==> src/design/ccd_pkg.sv <==
// shared types, constants and the coin value table for the coin change dispenser
`timescale 1ns / 1ps

package ccd_pkg;

  localparam int NUM_DENOMS   = 8;
  localparam int CODED_DENOMS = 8;
  localparam int LIVE_DENOMS  = (NUM_DENOMS < CODED_DENOMS) ? NUM_DENOMS : CODED_DENOMS;
  localparam int IDX_W        = $clog2(CODED_DENOMS);
  localparam int PRICE_W      = 16;
  localparam int PAID_W       = 17;
  localparam int COUNT_W      = 16;
  localparam int TALLY_W      = 8;
  localparam int VALUE_W      = 11;

  typedef enum logic [1:0] {
    OP_START  = 2'd0,
    OP_INSERT = 2'd1,
    OP_CANCEL = 2'd2,
    OP_RESET  = 2'd3
  } op_t;

  typedef enum logic [2:0] {
    K_OWED     = 3'd0,
    K_CHANGE   = 3'd1,
    K_DONE     = 3'd2,
    K_NOCHANGE = 3'd3,
    K_CANCEL   = 3'd4,
    K_REJECT   = 3'd5,
    K_RESET    = 3'd6
  } kind_t;

  typedef enum logic [2:0] {
    S_IDLE,
    S_PAYCHK,
    S_CHANGE,
    S_GREEDY,
    S_CHECK,
    S_UPDATE,
    S_DONE
  } state_t;

  // status of the shared subtract and compare unit
  typedef struct packed {
    logic [PAID_W-1:0] diff;
    logic              borrow;
    logic              zero;
  } sub_res_t;

  // coin values in cents, code 0 is the smallest
  function automatic logic [VALUE_W-1:0] coin_value(input logic [IDX_W-1:0] code);
    logic [VALUE_W-1:0] v;
    case (code)
      3'd0:    v = 11'd5;
      3'd1:    v = 11'd10;
      3'd2:    v = 11'd20;
      3'd3:    v = 11'd50;
      3'd4:    v = 11'd100;
      3'd5:    v = 11'd200;
      3'd6:    v = 11'd500;
      3'd7:    v = 11'd1000;
      default: v = 11'd0;
    endcase
    return v;
  endfunction

endpackage

==> src/design/coin_change_dispenser.sv <==
// top level of the coin change dispenser: sequencer, coin inventory and output register
//
// input beats arrive on s_tvalid/s_tready: s_tuser is the operation (start, insert,
// cancel, reset coins), s_tdata carries the price and the coin code. results leave on
// m_tvalid/m_tready: m_tuser is the result kind, m_tlast marks the final beat of the
// results caused by one input. cfg_we with cfg_data loads the default coin count
// used by a reset coins operation; the user must write it only while the block is
// idle, and the block itself does not enforce this. cancel, reset coins, refused
// inserts and a priced start give one beat straight from idle; an insert that leaves
// money owed gives its beat from the payment check. a completing insert runs the
// greedy walk on one shared subtractor: the payment check and the change setup, a
// walk from the largest denomination down taking a coin while one fits and is on hand,
// a check of the remainder, a pass over the denominations to update stock and emit
// change records, then the done beat; a no change beat comes from the remainder
// check, and a free start enters at the change setup and gives its done beat.
// s_tready is high only while the sequencer is idle and the output register is free
// or being emptied, so one item is worked on at a time.
// a stalled receiver holds the output register and the sequencer waits in place.
// reset (rst, synchronous) clears the session, the coin stock and the output
// register, and sets the default coin count to 20.

module coin_change_dispenser (
  input  logic        clk,
  input  logic        rst,
  input  logic        cfg_we,
  input  logic [15:0] cfg_data,
  input  logic        s_tvalid,
  output logic        s_tready,
  input  logic [23:0] s_tdata,   // price_cents[15:0], coin_code[18:16], zero fill
  input  logic [1:0]  s_tuser,   // operation[1:0]
  output logic        m_tvalid,
  input  logic        m_tready,
  output logic [31:0] m_tdata,   // coin_code_res[2:0], coin_count[10:3], amount_owed[26:11]
  output logic [2:0]  m_tuser,   // kind[2:0]
  output logic        m_tlast
);
  import ccd_pkg::*;

  localparam logic [IDX_W-1:0] TOP_IDX = IDX_W'(LIVE_DENOMS - 1);

  state_t state, state_next;

  logic [COUNT_W-1:0] def_count;
  logic [COUNT_W-1:0] stock [CODED_DENOMS];
  logic [TALLY_W-1:0] tally [CODED_DENOMS];
  logic [TALLY_W-1:0] take  [CODED_DENOMS];
  logic [PAID_W-1:0]  paid;
  logic [PRICE_W-1:0] price;
  logic               active;
  logic [PRICE_W-1:0] rest;
  logic [PRICE_W-1:0] change;
  logic [IDX_W-1:0]   idx;

  // output register
  kind_t              out_kind;
  logic [IDX_W-1:0]   out_code;
  logic [TALLY_W-1:0] out_count;
  logic [PRICE_W-1:0] out_amount;
  logic               out_last;

  // beat to load into the output register
  logic               emit;
  kind_t              e_kind;
  logic [IDX_W-1:0]   e_code;
  logic [TALLY_W-1:0] e_count;
  logic [PRICE_W-1:0] e_amount;
  logic               e_last;

  op_t                in_op;
  logic [PRICE_W-1:0] in_price;
  logic [IDX_W-1:0]   in_code;
  logic               s_fire;
  logic               out_free;
  logic               bad_coin;
  logic [IDX_W-1:0]   rd_idx;
  logic [TALLY_W-1:0] tally_rd;
  logic [COUNT_W:0]   avail;
  logic [COUNT_W-1:0] sat_sum;
  logic               step_ok;
  logic               end_sess;

  logic [PAID_W-1:0]  sub_a, sub_b;
  sub_res_t           sub;

  assign in_op    = op_t'(s_tuser);
  assign in_price = s_tdata[15:0];
  assign in_code  = s_tdata[16 +: IDX_W];
  assign out_free = !m_tvalid || m_tready;
  assign s_tready = (state == S_IDLE) && out_free;
  assign s_fire   = s_tvalid && s_tready;

  // tally is read at the coin code while idle and at the walk index otherwise
  assign rd_idx   = (state == S_IDLE) ? in_code : idx;
  assign tally_rd = tally[rd_idx];
  assign bad_coin = ({1'b0, in_code} >= (IDX_W + 1)'(LIVE_DENOMS)) || (tally_rd == '1);

  // coins on hand for the denomination under the walk index
  assign avail   = {1'b0, stock[idx]} + {{(COUNT_W - TALLY_W + 1){1'b0}}, tally_rd};
  assign sat_sum = avail[COUNT_W] ? '1 : avail[COUNT_W-1:0];

  always_comb begin
    case (state)
      S_CHANGE: begin
        sub_a = paid;
        sub_b = {1'b0, price};
      end
      S_GREEDY: begin
        sub_a = {1'b0, rest};
        sub_b = {(PAID_W - VALUE_W)'(0), coin_value(idx)};
      end
      default: begin
        sub_a = {1'b0, price};
        sub_b = paid;
      end
    endcase
  end

  ccd_sub_unit u_sub (
    .a   (sub_a),
    .b   (sub_b),
    .res (sub)
  );

  assign step_ok = !sub.borrow && ({{(COUNT_W - TALLY_W + 1){1'b0}}, take[idx]} < avail);

  always_ff @(posedge clk) begin
    if (rst) begin
      state <= S_IDLE;
    end else begin
      state <= state_next;
    end
  end

  always_comb begin
    state_next = state;
    emit       = 1'b0;
    e_kind     = K_OWED;
    e_code     = '0;
    e_count    = '0;
    e_amount   = '0;
    e_last     = 1'b1;
    end_sess   = 1'b0;
    case (state)
      S_IDLE: begin
        if (s_fire) begin
          case (in_op)
            OP_START: begin
              if (in_price == '0) begin
                state_next = S_CHANGE;
              end else begin
                emit     = 1'b1;
                e_kind   = K_OWED;
                e_amount = in_price;
              end
            end
            OP_INSERT: begin
              if (!active) begin
                emit   = 1'b1;
                e_kind = K_REJECT;
              end else if (bad_coin) begin
                emit     = 1'b1;
                e_kind   = K_REJECT;
                e_amount = sub.diff[PRICE_W-1:0];
              end else begin
                state_next = S_PAYCHK;
              end
            end
            OP_CANCEL: begin
              emit = 1'b1;
              if (!active) begin
                e_kind = K_REJECT;
              end else begin
                e_kind   = K_CANCEL;
                e_amount = paid[PRICE_W-1:0];
                end_sess = 1'b1;
              end
            end
            OP_RESET: begin
              emit   = 1'b1;
              e_kind = K_RESET;
            end
            default: begin
              emit   = 1'b1;
              e_kind = K_REJECT;
            end
          endcase
        end
      end
      S_PAYCHK: begin
        // price minus paid: no borrow and nonzero means money is still owed
        if (sub.borrow || sub.zero) begin
          state_next = S_CHANGE;
        end else if (out_free) begin
          emit       = 1'b1;
          e_kind     = K_OWED;
          e_amount   = sub.diff[PRICE_W-1:0];
          state_next = S_IDLE;
        end
      end
      S_CHANGE: begin
        state_next = S_GREEDY;
      end
      S_GREEDY: begin
        if (!step_ok && idx == '0) begin
          state_next = S_CHECK;
        end
      end
      S_CHECK: begin
        if (rest == '0) begin
          state_next = S_UPDATE;
        end else if (out_free) begin
          emit       = 1'b1;
          e_kind     = K_NOCHANGE;
          e_amount   = change;
          end_sess   = 1'b1;
          state_next = S_IDLE;
        end
      end
      S_UPDATE: begin
        if (take[idx] == '0 || out_free) begin
          if (take[idx] != '0) begin
            emit    = 1'b1;
            e_kind  = K_CHANGE;
            e_code  = idx;
            e_count = take[idx];
            e_last  = 1'b0;
          end
          if (idx == '0) begin
            state_next = S_DONE;
          end
        end
      end
      S_DONE: begin
        if (out_free) begin
          emit       = 1'b1;
          e_kind     = K_DONE;
          e_amount   = change;
          end_sess   = 1'b1;
          state_next = S_IDLE;
        end
      end
      default: begin
        state_next = S_IDLE;
      end
    endcase
  end

  // session and inventory datapath
  always_ff @(posedge clk) begin
    if (rst) begin
      def_count <= 16'd20;
      paid      <= '0;
      price     <= '0;
      active    <= 1'b0;
      for (int i = 0; i < CODED_DENOMS; i++) begin
        stock[i] <= '0;
        tally[i] <= '0;
      end
    end else begin
      if (cfg_we) begin
        def_count <= cfg_data;
      end
      if (end_sess) begin
        paid   <= '0;
        active <= 1'b0;
        for (int i = 0; i < CODED_DENOMS; i++) begin
          tally[i] <= '0;
        end
      end
      if (state == S_IDLE && s_fire) begin
        case (in_op)
          OP_START: begin
            price  <= in_price;
            paid   <= '0;
            active <= 1'b1;
            for (int i = 0; i < CODED_DENOMS; i++) begin
              tally[i] <= '0;
            end
          end
          OP_INSERT: begin
            if (active && !bad_coin) begin
              tally[in_code] <= tally_rd + 1'b1;
              paid           <= paid + {(PAID_W - VALUE_W)'(0), coin_value(in_code)};
            end
          end
          OP_RESET: begin
            for (int i = 0; i < CODED_DENOMS; i++) begin
              stock[i] <= def_count;
            end
          end
          default: begin
          end
        endcase
      end
      if (state == S_UPDATE && (take[idx] == '0 || out_free)) begin
        stock[idx] <= sat_sum - {(COUNT_W - TALLY_W)'(0), take[idx]};
      end
    end
  end

  // greedy walk registers
  always_ff @(posedge clk) begin
    case (state)
      S_CHANGE: begin
        rest   <= sub.diff[PRICE_W-1:0];
        change <= sub.diff[PRICE_W-1:0];
        idx    <= TOP_IDX;
        for (int i = 0; i < CODED_DENOMS; i++) begin
          take[i] <= '0;
        end
      end
      S_GREEDY: begin
        if (step_ok) begin
          rest      <= sub.diff[PRICE_W-1:0];
          take[idx] <= take[idx] + 1'b1;
        end else if (idx != '0) begin
          idx <= idx - 1'b1;
        end
      end
      S_CHECK: begin
        idx <= TOP_IDX;
      end
      S_UPDATE: begin
        if ((take[idx] == '0 || out_free) && idx != '0) begin
          idx <= idx - 1'b1;
        end
      end
      default: begin
      end
    endcase
  end

  // output register, loaded only when it is free or being emptied
  always_ff @(posedge clk) begin
    if (rst) begin
      m_tvalid <= 1'b0;
    end else if (emit) begin
      m_tvalid <= 1'b1;
    end else if (m_tready) begin
      m_tvalid <= 1'b0;
    end
  end

  always_ff @(posedge clk) begin
    if (emit) begin
      out_kind   <= e_kind;
      out_code   <= e_code;
      out_count  <= e_count;
      out_amount <= e_amount;
      out_last   <= e_last;
    end
  end

  assign m_tdata = {5'b0, out_amount, out_count, out_code};
  assign m_tuser = out_kind;
  assign m_tlast = out_last;

endmodule

==> src/design/ccd_sub_unit.sv <==
// shared subtract and compare unit used by the sequencer for the refused insert amount, payment check and greedy walk
`timescale 1ns / 1ps

module ccd_sub_unit (
  input  logic [ccd_pkg::PAID_W-1:0] a,
  input  logic [ccd_pkg::PAID_W-1:0] b,
  output ccd_pkg::sub_res_t          res
);
  import ccd_pkg::*;

  logic [PAID_W:0] wide;

  assign wide       = {1'b0, a} - {1'b0, b};
  assign res.diff   = wide[PAID_W-1:0];
  assign res.borrow = wide[PAID_W];
  assign res.zero   = (wide == '0);

endmodule

==> config.mk <==
export PLATFORM = sky130hd
export DESIGN_NAME = coin_change_dispenser
export DESIGN_NICKNAME = d
export VERILOG_FILES = /design/src/design/ccd_pkg.sv /design/src/design/coin_change_dispenser.sv /design/src/design/ccd_sub_unit.sv
export SDC_FILE = /design/constraint.sdc
export NUM_CORES = 1
export LEC_CHECK = 0
export ABC_CLOCK_PERIOD_IN_PS = 13600
export BUFFER_PORTS_ARGS = -buffer_cell sky130_fd_sc_hd__buf_2
export CAP_MARGIN = 40
export CORE_MARGIN = 10
export CORE_UTILIZATION = 60
export CTS_BUF_LIST = sky130_fd_sc_hd__clkbuf_4
export CTS_CLUSTER_DIAMETER = 60
export DETAILED_ROUTE_END_ITERATION = 6
export PLACE_DENSITY = 0.82
export SLEW_MARGIN = 30
export SYNTH_ARGS = -nofsm -noshare
export SYNTH_HDL_FRONTEND = slang
export SYNTH_SLANG_ARGS = --single-unit
==> constraint.sdc <==
create_clock -name clk -period 13.6 [get_ports clk]
set_input_delay 2.72 -clock clk [delete_from_list [all_inputs] [get_ports clk]]
set_output_delay 2.72 -clock clk [all_outputs]
set_load 0.05 [all_outputs]
==> impl_metrics.json, run 1 <==
{
  "wl_per_cell_um": 22.77,
  "utilization": 0.6665,
  "worstPathArrival_ns": 9.88,
  "cts_tree": "yes",
  "cp_slowest_stage_delay_ns": 0.60,
  "gp_congestion": 1.022,
  "async_reset_ff_frac": 0,
  "fmax_mhz": 106.7,
  "synth_cells": 1934,
  "dieArea_um2": 43720,
  "dieHeight_um": 209.1,
  "synth.top_cell.area_share": 0.4507,
  "grt_pass1_vias": 16530,
  "final-instance-count-excl-fill": 2580,
  "post-cts-setup-buffer-count": 0,
  "numCtsBuffers": 100,
  "r2r-end": "stock[1][15]",
  "path_common_cell": "o21ai_0",
  "yosysUniqueCellTypes": 92,
  "status": "complete, no violations",
  "fin_setup_tns_ns": 0,
  "cp-end-kind": "flip-flop",
  "grt_remaining_overflow": 0,
  "grt_pass1_wl_um": 91880,
  "grt_antenna_before_repair": 1,
  "syn-cell-area_um2": 21460,
  "reg2reg_from": "state[1]",
  "seq_area_frac_synth": 0.5122,
  "layout_common_cells": "edfxtp_1, nand2_1, nor2_1",
  "layout_min_cycle_time_ns": 9.370,
  "syn_area_per_cell_um2": 11.09,
  "ys_ff_latch": 388,
  "grt.total_usage": 0.2657,
  "io_buffers": 74,
  "synth.area.top_cells": "edfxtp_1, mux4_2, dfxtp_1",
  "dp_hpwl_um": 41020,
  "dr_total_vias": 16880,
  "htree_levels": 3,
  "r2r_cells": 25,
  "row_count": 69,
  "postCtsResizedCells": 0,
  "hold_violations": 0,
  "syn_to_final_growth_pct": 9.955,
  "maxCapViolCount": 0,
  "drive_gt1_frac": 0.1903,
  "r2r_slack_ns": 5.17,
  "first_pass_iters": 6,
  "rsz0062_at_grt": "no",
  "cp_max_fo": 13,
  "coreArea_um2": 35400,
  "ant_nets": 0,
  "required_ns": 14.11,
  "ys.flop_type": "edfxtp_1",
  "routed_via_density": 6.541,
  "synth_edf_count": 322,
  "clock_sinks": 388,
  "path_clk_slew_ns": 0.06,
  "route.final.wire_length_um": 58730,
  "holdBufCountCts": 0,
  "synth_area_leader_cell": "edfxtp_1",
  "crit_path_start_kind": "input pin",
  "min_path_cells": 2,
  "holdWs_ns": 0.4699,
  "criticalPathCategory": "in -> reg",
  "finalClockSkew_ns": 0.06103,
  "nets": 2148,
  "clock-root-buffer": "clkbuf_4",
  "worstMarginPinSlew_ns": 0.8374,
  "route.detailed.drc": 0,
  "grt_max_degree": 76,
  "first_iter_violations": 1914,
  "min_from": "price[11]",
  "ios": 85,
  "relSlewSlack": 0.4411,
  "start_util": 0.6062,
  "slew_viol_final": 0,
  "yosys_warnings": 0,
  "setup_viol": 0,
  "cts_buffer_depth": 3,
  "min_period_over_period": 0.6889,
  "min_path_type": "reg -> reg",
  "dp_cells": 2397,
  "insertion_delay_ns": 0.85,
  "die_x_um": 209.1,
  "cpMaxStageDelayCell": "xnor2_1",
  "final_common_cell": "edfxtp_1",
  "hold_end": "price[11]"
}
## critical path, delay by kind of cell
kind	cells	cell delay [ns]
compound gates	11	2.75
simple gates	7	1.89
fa+ha+maj	2	0.67
mux	2	0.64
xor+xnor	1	0.60
buf+inv	3	0.59
## sequential cells by signal, indices dropped and copies added (netlist names), 8 cells and up, named ones only
signal / count
stock: 128
take: 64
tally: 64
paid: 17
change: 16
def_count: 16
out_amount: 16
price: 16
rest: 16
out_count: 8
## stage by stage
step,cell area [um2],worst slack [ns]
5_1_grt,23590,3.823
3_5_place_dp,22220,3.611
4_1_cts,23520,4.462
3_3_place_gp,22120,3.856
6_report,23590,4.230
2_1_floorplan,21470,5.276
## layer usage
layer  routed length, um  track usage  vias to the layer above
li1                    -            -                     7597
met3                5520      0.05055                      132
met4                1734       0.1047                        0
met2               28510       0.4323                      955
met1               22970       0.3451                     8193
met5                   0            0                        -
## synth_stat cells (all sizes together) (8+ instances only)
cell	n
edfxtp	322
nand2	205
nor2	176
o21ai	171
a21oi	87
nor3	84
mux2i	74
dfxtp	66
mux4	66
inv	61
clkbuf	57
ha	53
buf	51
nor2b	40
xnor2	34
nand3	26
a211oi	24
a22oi	24
mux2	22
nor4	22
a21o	20
a31oi	18
and2	18
or3	17
nand2b	15
a221o	14
nand4	14
nor3b	14
a221oi	12
o21a	12
xor2	12
and3	8
## cell families (layout without fill, tap and decap cells)
kind of cell,Yosys count,count (layout),share of synthesized area
muxes,162,162,0.1159
and+or+nand+nor,659,659,0.1473
xor gates and xnor gates,46,46,0.01913
buffers and inverters,169,349,0.03458
DFF,388,388,0.5122
adders and majority gates,57,57,0.03464
other,1,6,0.0001748
AOI/OAI and AO/OA,452,452,0.1360
## how the worst max path moves through the flow
stage                      startpoint  slack [ns]  cells after the start           end
after floorplan           s_tdata[18]        5.28                     28  stock[0][12]
after global placement    s_tdata[16]        3.86                     24  stock[4][11]
after detailed placement  s_tdata[16]        3.61                     24  stock[4][11]
after CTS                 s_tdata[16]        4.46                     24  stock[4][11]
after global routing      s_tdata[18]        3.82                     26  stock[3][15]
final                     s_tdata[18]        4.23                     26  stock[1][15]
## cell type report
class | instances | area (um2)
tap | 461 | 576.8
fill | 2699 | 11810
inverter | 61 | 229.0
clock buffer | 147 | 1104
sequential | 388 | 11000
clock inverter | 29 | 192.7
antenna | 1 | 2.502
multi-input combinational | 1381 | 9781
timing repair buffer | 112 | 709.4
Power of run 1 is left out: the tool's default activity adds up to more than one toggle a clock period on the data nets, which glitch-free logic cannot reach.
==> run 2, diff against run 1 <==
--- a/config.mk
+++ b/config.mk
@@ -5,15 +5,16 @@
 export SDC_FILE = /design/constraint.sdc
 export NUM_CORES = 1
 export LEC_CHECK = 0
-export ABC_CLOCK_PERIOD_IN_PS = 13600
+export ABC_AREA = 1
+export ABC_CLOCK_PERIOD_IN_PS = 7800
 export BUFFER_PORTS_ARGS = -buffer_cell sky130_fd_sc_hd__buf_2
 export CAP_MARGIN = 40
 export CORE_MARGIN = 10
-export CORE_UTILIZATION = 60
+export CORE_UTILIZATION = 58
 export CTS_BUF_LIST = sky130_fd_sc_hd__clkbuf_4
 export CTS_CLUSTER_DIAMETER = 60
 export DETAILED_ROUTE_END_ITERATION = 6
-export PLACE_DENSITY = 0.82
+export PLACE_DENSITY = 0.83
 export SLEW_MARGIN = 30
 export SYNTH_ARGS = -nofsm -noshare
 export SYNTH_HDL_FRONTEND = slang
==> constraint.sdc (replaced) <==
create_clock -name clk -period 7.8 [get_ports clk]
set_input_delay 1.56 -clock clk [delete_from_list [all_inputs] [get_ports clk]]
set_output_delay 1.56 -clock clk [all_outputs]
set_load 0.05 [all_outputs]
==> impl_metrics.json, run 2 <==
{
  "first_pass_iters": 6,
  "layout_common_cells": "nand2_1, nor2_1, edfxtp_1",
  "post-cts-setup-buffer-count": 0,
  "route.final.wire_length_um": 62390,
  "syn_to_final_growth_pct": 9.985,
  "min_path_type": "reg -> reg",
  "cts_buffer_depth": 3,
  "synth.top_cell.area_share": 0.4563,
  "ant_nets": 0,
  "clock-root-buffer": "clkbuf_4",
  "grt_pass1_wl_um": 96640,
  "coreArea_um2": 35830,
  "grt_antenna_before_repair": 2,
  "seq_area_frac_synth": 0.5187,
  "dieArea_um2": 44580,
  "placed_area_um2": 22030,
  "first_iter_violations": 2504,
  "crit_path_start_kind": "input pin",
  "min_period_over_period": 0.8505,
  "path_common_cell": "nand2_1",
  "rsz0062_at_grt": "no",
  "drive_gt1_frac": 0.1331,
  "hold_end": "def_count[6]",
  "synth_edf_count": 322,
  "ys.flop_type": "edfxtp_1",
  "required_ns": 8.35,
  "criticalPathCategory": "in -> reg",
  "holdWs_ns": 0.4734,
  "maxCapViolCount": 0,
  "worstMarginPinSlew_ns": 0.8394,
  "synth_cells": 2433,
  "yosysUniqueCellTypes": 61,
  "yosys_warnings": 0,
  "cts_tree": "yes",
  "grt_max_degree": 65,
  "fin_setup_tns_ns": 0,
  "syn-cell-area_um2": 21190,
  "r2r_cells": 34,
  "cpMaxStageDelayCell": "nand2_1",
  "htree_levels": 3,
  "dp_hpwl_um": 43940,
  "setup_viol": 0,
  "hold_violations": 0,
  "yosysMostFrequentCell": "nand2_1",
  "nets": 2653,
  "wl_per_cell_um": 20.22,
  "status": "complete, no violations",
  "cp_slowest_stage_delay_ns": 0.57,
  "start_util": 0.5914,
  "async_reset_ff_frac": 0,
  "cp_max_fo": 21,
  "routed_via_density": 6.146,
  "syn_area_per_cell_um2": 8.710,
  "dr_total_vias": 18960,
  "grt.total_usage": 0.2740,
  "synthTopCellsByCount": "nand2_1, nor2_1, edfxtp_1, o21ai_0, inv_1",
  "synth.area.top_cells": "edfxtp_1, nand2_1, dfxtp_1",
  "min_path_cells": 2,
  "fmax_mhz": 150.7,
  "top_regs": "stock (128), take (64), tally (64)",
  "grt_pass1_vias": 18360,
  "row_count": 69,
  "postCtsResizedCells": 0,
  "dieHeight_um": 211.1,
  "final_common_cell": "nand2_1",
  "reg2reg_from": "idx[0]",
  "worstPathArrival_ns": 7.19,
  "largest_register": "stock",
  "grt_remaining_overflow": 0,
  "ios": 85,
  "largest_reg_flops": 128,
  "cp-end-kind": "flip-flop",
  "min_from": "def_count[6]",
  "clock_sinks": 388,
  "layout_min_cycle_time_ns": 6.634,
  "io_buffers": 74,
  "design_area_um2": 23310,
  "path_clk_slew_ns": 0.06,
  "numCtsBuffers": 97,
  "finalClockSkew_ns": 0.07678,
  "route.detailed.drc": 0,
  "ys_ff_latch": 388,
  "die_x_um": 211.1,
  "insertion_delay_ns": 0.84,
  "slew_viol_final": 0,
  "relSlewSlack": 0.4364,
  "r2r-end": "stock[1][15]",
  "holdBufCountCts": 0,
  "r2r_slack_ns": 1.46,
  "synth_area_leader_cell": "edfxtp_1",
  "gp_congestion": 0.9585
}
-- run 2: cell types whose count changed in the layout (fill, tap and decap cells not counted), sizes merged, moves of 22 or more --
cell	previous run	this run
nor3	84	26
nand2	205	571
o21ai	171	259
nor2	176	333
mux4	66	0
a211oi	24	2
nor2b	40	0
inv	62	217
mux2	22	0
o22ai	3	36
nand3	26	162
mux2i	74	0
-- run 2: cell families after synthesis --
logic type,after synthesis,share of synthesized area
AO/OA/AOI/OAI,496,0.1385
XOR/XNOR,44,0.01819
adder cells (fa/ha/maj),57,0.03507
buffers and inverters,314,0.06070
flip-flops,388,0.5187
other,1,0.0001770
AND/OR/NAND/NOR,1133,0.2287
-- run 2: stage by stage --
step	utilization	cells	worst slack [ns]
after floorplan	-	2437	1.363
after global placement	0.6099	2896	0.6609
after detailed placement	0.6148	2908	0.5207
after CTS	0.6497	3081	1.351
after global routing	0.6505	3085	0.5607
final	0.6505	3085	1.166
-- run 2: final cells by class --
| cell class | count | area [um2] |
|---|---|---|
| multi-input combinational | 1735 | 8941 |
| inverter | 217 | 814.5 |
| fill | 2890 | 12520 |
| clock inverter | 31 | 185.2 |
| clock buffer | 142 | 1066 |
| sequential | 388 | 10990 |
| timing repair buffer | 110 | 728.2 |
| antenna | 1 | 2.502 |
| tap | 461 | 576.8 |
-- run 2: how the worst max path moves through the flow --
stage	start	endpoint	slack, ns	cells after the start
detailed placement	s_tdata[16]	stock[0][15]	0.52	35
floorplan	s_tdata[16]	stock[0][15]	1.36	38
finish	s_tdata[16]	stock[1][15]	1.17	35
global placement	s_tdata[16]	stock[4][15]	0.66	33
global route	s_tdata[16]	stock[1][15]	0.56	35
CTS	s_tdata[16]	stock[0][15]	1.35	35
-- run 2: critical path, delay by kind of cell --
kind | cells | cell delay, ns
AO/OA/AOI/OAI | 6 | 1.07
adder cells (fa/ha/maj) | 3 | 0.90
buffers and inverters | 4 | 0.69
AND/OR/NAND/NOR | 22 | 2.93
-- run 2: per-layer routing --
metal	vias up	part of all wire	routed length, um	global-route usage
li1	8680	-	-	-
met1	8785	0.37	22950	0.3337
met2	1242	0.47	29440	0.4456
met3	250	0.11	6888	0.06053
met4	2	0.050	3106	0.1506
met5	-	0.00021	13	0
Power of run 2 is left out for the same reason.
==> run 3, diff against run 2 <==
--- a/config.mk
+++ b/config.mk
@@ -14,6 +14,7 @@
 export CTS_BUF_LIST = sky130_fd_sc_hd__clkbuf_4
 export CTS_CLUSTER_DIAMETER = 60
 export DETAILED_ROUTE_END_ITERATION = 6
+export GPL_TIMING_DRIVEN = 0
 export PLACE_DENSITY = 0.83
 export SLEW_MARGIN = 30
 export SYNTH_ARGS = -nofsm -noshare
==> impl_metrics.json, run 3 (same netlist as run 2, synthesis figures left out) <==
{
  "multi_input_area_um2": 8939,
  "cts_buffer_depth": 3,
  "numCtsBuffers": 100,
  "path_common_cell": "nand2_1",
  "io_buffers": 71,
  "n_fill_cell": 2961,
  "dieArea_um2": 44580,
  "ff_latch_area_um2": 10990,
  "path_clk_slew_ns": 0.07,
  "clock-root-buffer": "clkbuf_4",
  "die_x_um": 211.1,
  "hold_violations": 0,
  "route.final.wire_length_um": 67070,
  "min_path_cells": 2,
  "grt.total_usage": 0.2971,
  "dp_hpwl_um": 49830,
  "rsz0062_at_grt": "no",
  "clock_sinks": 388,
  "largest_reg_flops": 128,
  "layout_common_cells": "nand2_1, nor2_1, edfxtp_1",
  "largest_register": "stock",
  "r2r_cells": 33,
  "insertion_delay_ns": 0.87,
  "dieHeight_um": 211.1,
  "cp-end-kind": "flip-flop",
  "hold_end": "def_count[14]",
  "final_common_cell": "nand2_1",
  "gp_congestion": 0.9995,
  "first_pass_iters": 7,
  "holdBufCountCts": 0,
  "min_period_over_period": 0.9416,
  "top_regs": "stock (128), take (64), tally (64)",
  "min_path_type": "reg -> reg",
  "htree_levels": 3,
  "min_from": "def_count[14]",
  "cts_tree": "yes",
  "first_iter_violations": 2564,
  "crit_path_start_kind": "flip-flop",
  "cp_max_fo": 10,
  "ant_nets": 0,
  "grt_max_degree": 26,
  "dr_total_vias": 19290,
  "start_util": 0.5914,
  "setup_viol": 0,
  "r2r-end": "stock[0][15]",
  "worstPathArrival_ns": 7.90,
  "criticalPathCategory": "reg -> reg",
  "grt_pass1_vias": 18860,
  "cp_slowest_stage_delay_ns": 0.45,
  "coreArea_um2": 35830,
  "drive_gt1_frac": 0.1334,
  "r2r_slack_ns": 0.46,
  "route.detailed.drc": 0,
  "finalClockSkew_ns": 0.08609,
  "worstMarginPinSlew_ns": 0.8668,
  "ios": 85,
  "post-cts-setup-buffer-count": 0,
  "nets": 2724,
  "relSlewSlack": 0.4182,
  "postCtsResizedCells": 0,
  "grt_antenna_before_repair": 3,
  "wl_per_cell_um": 21.22,
  "row_count": 69,
  "slew_viol_final": 0,
  "fin_setup_tns_ns": 0,
  "layout_min_cycle_time_ns": 7.345,
  "cpMaxStageDelayCell": "buf_1",
  "routed_via_density": 6.103,
  "fmax_mhz": 136.2,
  "maxCapViolCount": 0,
  "status": "complete, no violations",
  "grt_remaining_overflow": 0,
  "syn_to_final_growth_pct": 11.42,
  "required_ns": 8.35,
  "grt_pass1_wl_um": 103300,
  "utilization": 0.6590
}
==> run 3: changes by cell type in the layout (fill, tap and decap cells not counted), sizes merged <==
cell / before / now
clkinv: 28 / 33
buf: 110 / 129
clkbuf: 142 / 194
inv: 217 / 216
bufinv: 2 / 3
==> run 3: per-layer routing <==
metal | track usage | wire length, um | share of wire | vias to the layer above
li1 | - | - | - | 8848
met1 | 0.3712 | 25340 | 0.38 | 8991
met2 | 0.4780 | 31250 | 0.47 | 1254
met3 | 0.06988 | 7684 | 0.11 | 194
met4 | 0.1441 | 2770 | 0.041 | 4
met5 | 0 | 22 | 0.00033 | -
==> run 3: per-stage QoR <==
step           setup slack (ns)  cell area [um2]  cells  hold WS [ns]
2_1_floorplan             1.363            21210   2437        0.4346
6_report                 0.4554            23610   3161        0.4593
5_1_grt                0.009642            23610   3161        0.4979
4_1_cts                  0.6669            23570   3157        0.4587
3_5_place_dp             0.2193            22260   2976        0.4492
3_3_place_gp             0.2791            22140   2969        0.4456
==> run 3: critical path: cells and delay by family (launching register included) <==
kind | cells | cell delay (ns)
AOI/OAI and AO/OA | 9 | 1.81
DFF | 1 | 0.30
buffers and inverters | 9 | 2.64
adders and majority gates | 2 | 0.71
and+or+nand+nor | 13 | 1.52
==> run 3: how the worst max path moves through the flow <==
stage / from / end / slack (ns) / cells past startpoint
3_5_place_dp: s_tdata[16] / stock[3][15] / 0.22 / 38
2_1_floorplan: s_tdata[16] / stock[0][15] / 1.36 / 38
4_1_cts: flip-flop / stock[3][15] / 0.67 / 33
3_3_place_gp: state[1] / m_tvalid / 0.28 / 24
6_report: flip-flop / stock[0][15] / 0.46 / 33
5_1_grt: flip-flop / stock[1][15] / 0.01 / 33
==> run 3: cell type report <==
class | count | share of cell area
flip-flops and latches | 388 | 0.4655
inverters | 217 | 0.03450
repair buffers | 81 | 0.02120
diodes | 1 | 0.0001060
well taps | 461 | 0.02443
plain buffers | 97 | 0.02003
multi-input cells | 1735 | 0.3786
clock buffers | 145 | 0.04610
clock inverters | 36 | 0.009539
Power of run 3 is left out for the same reason.
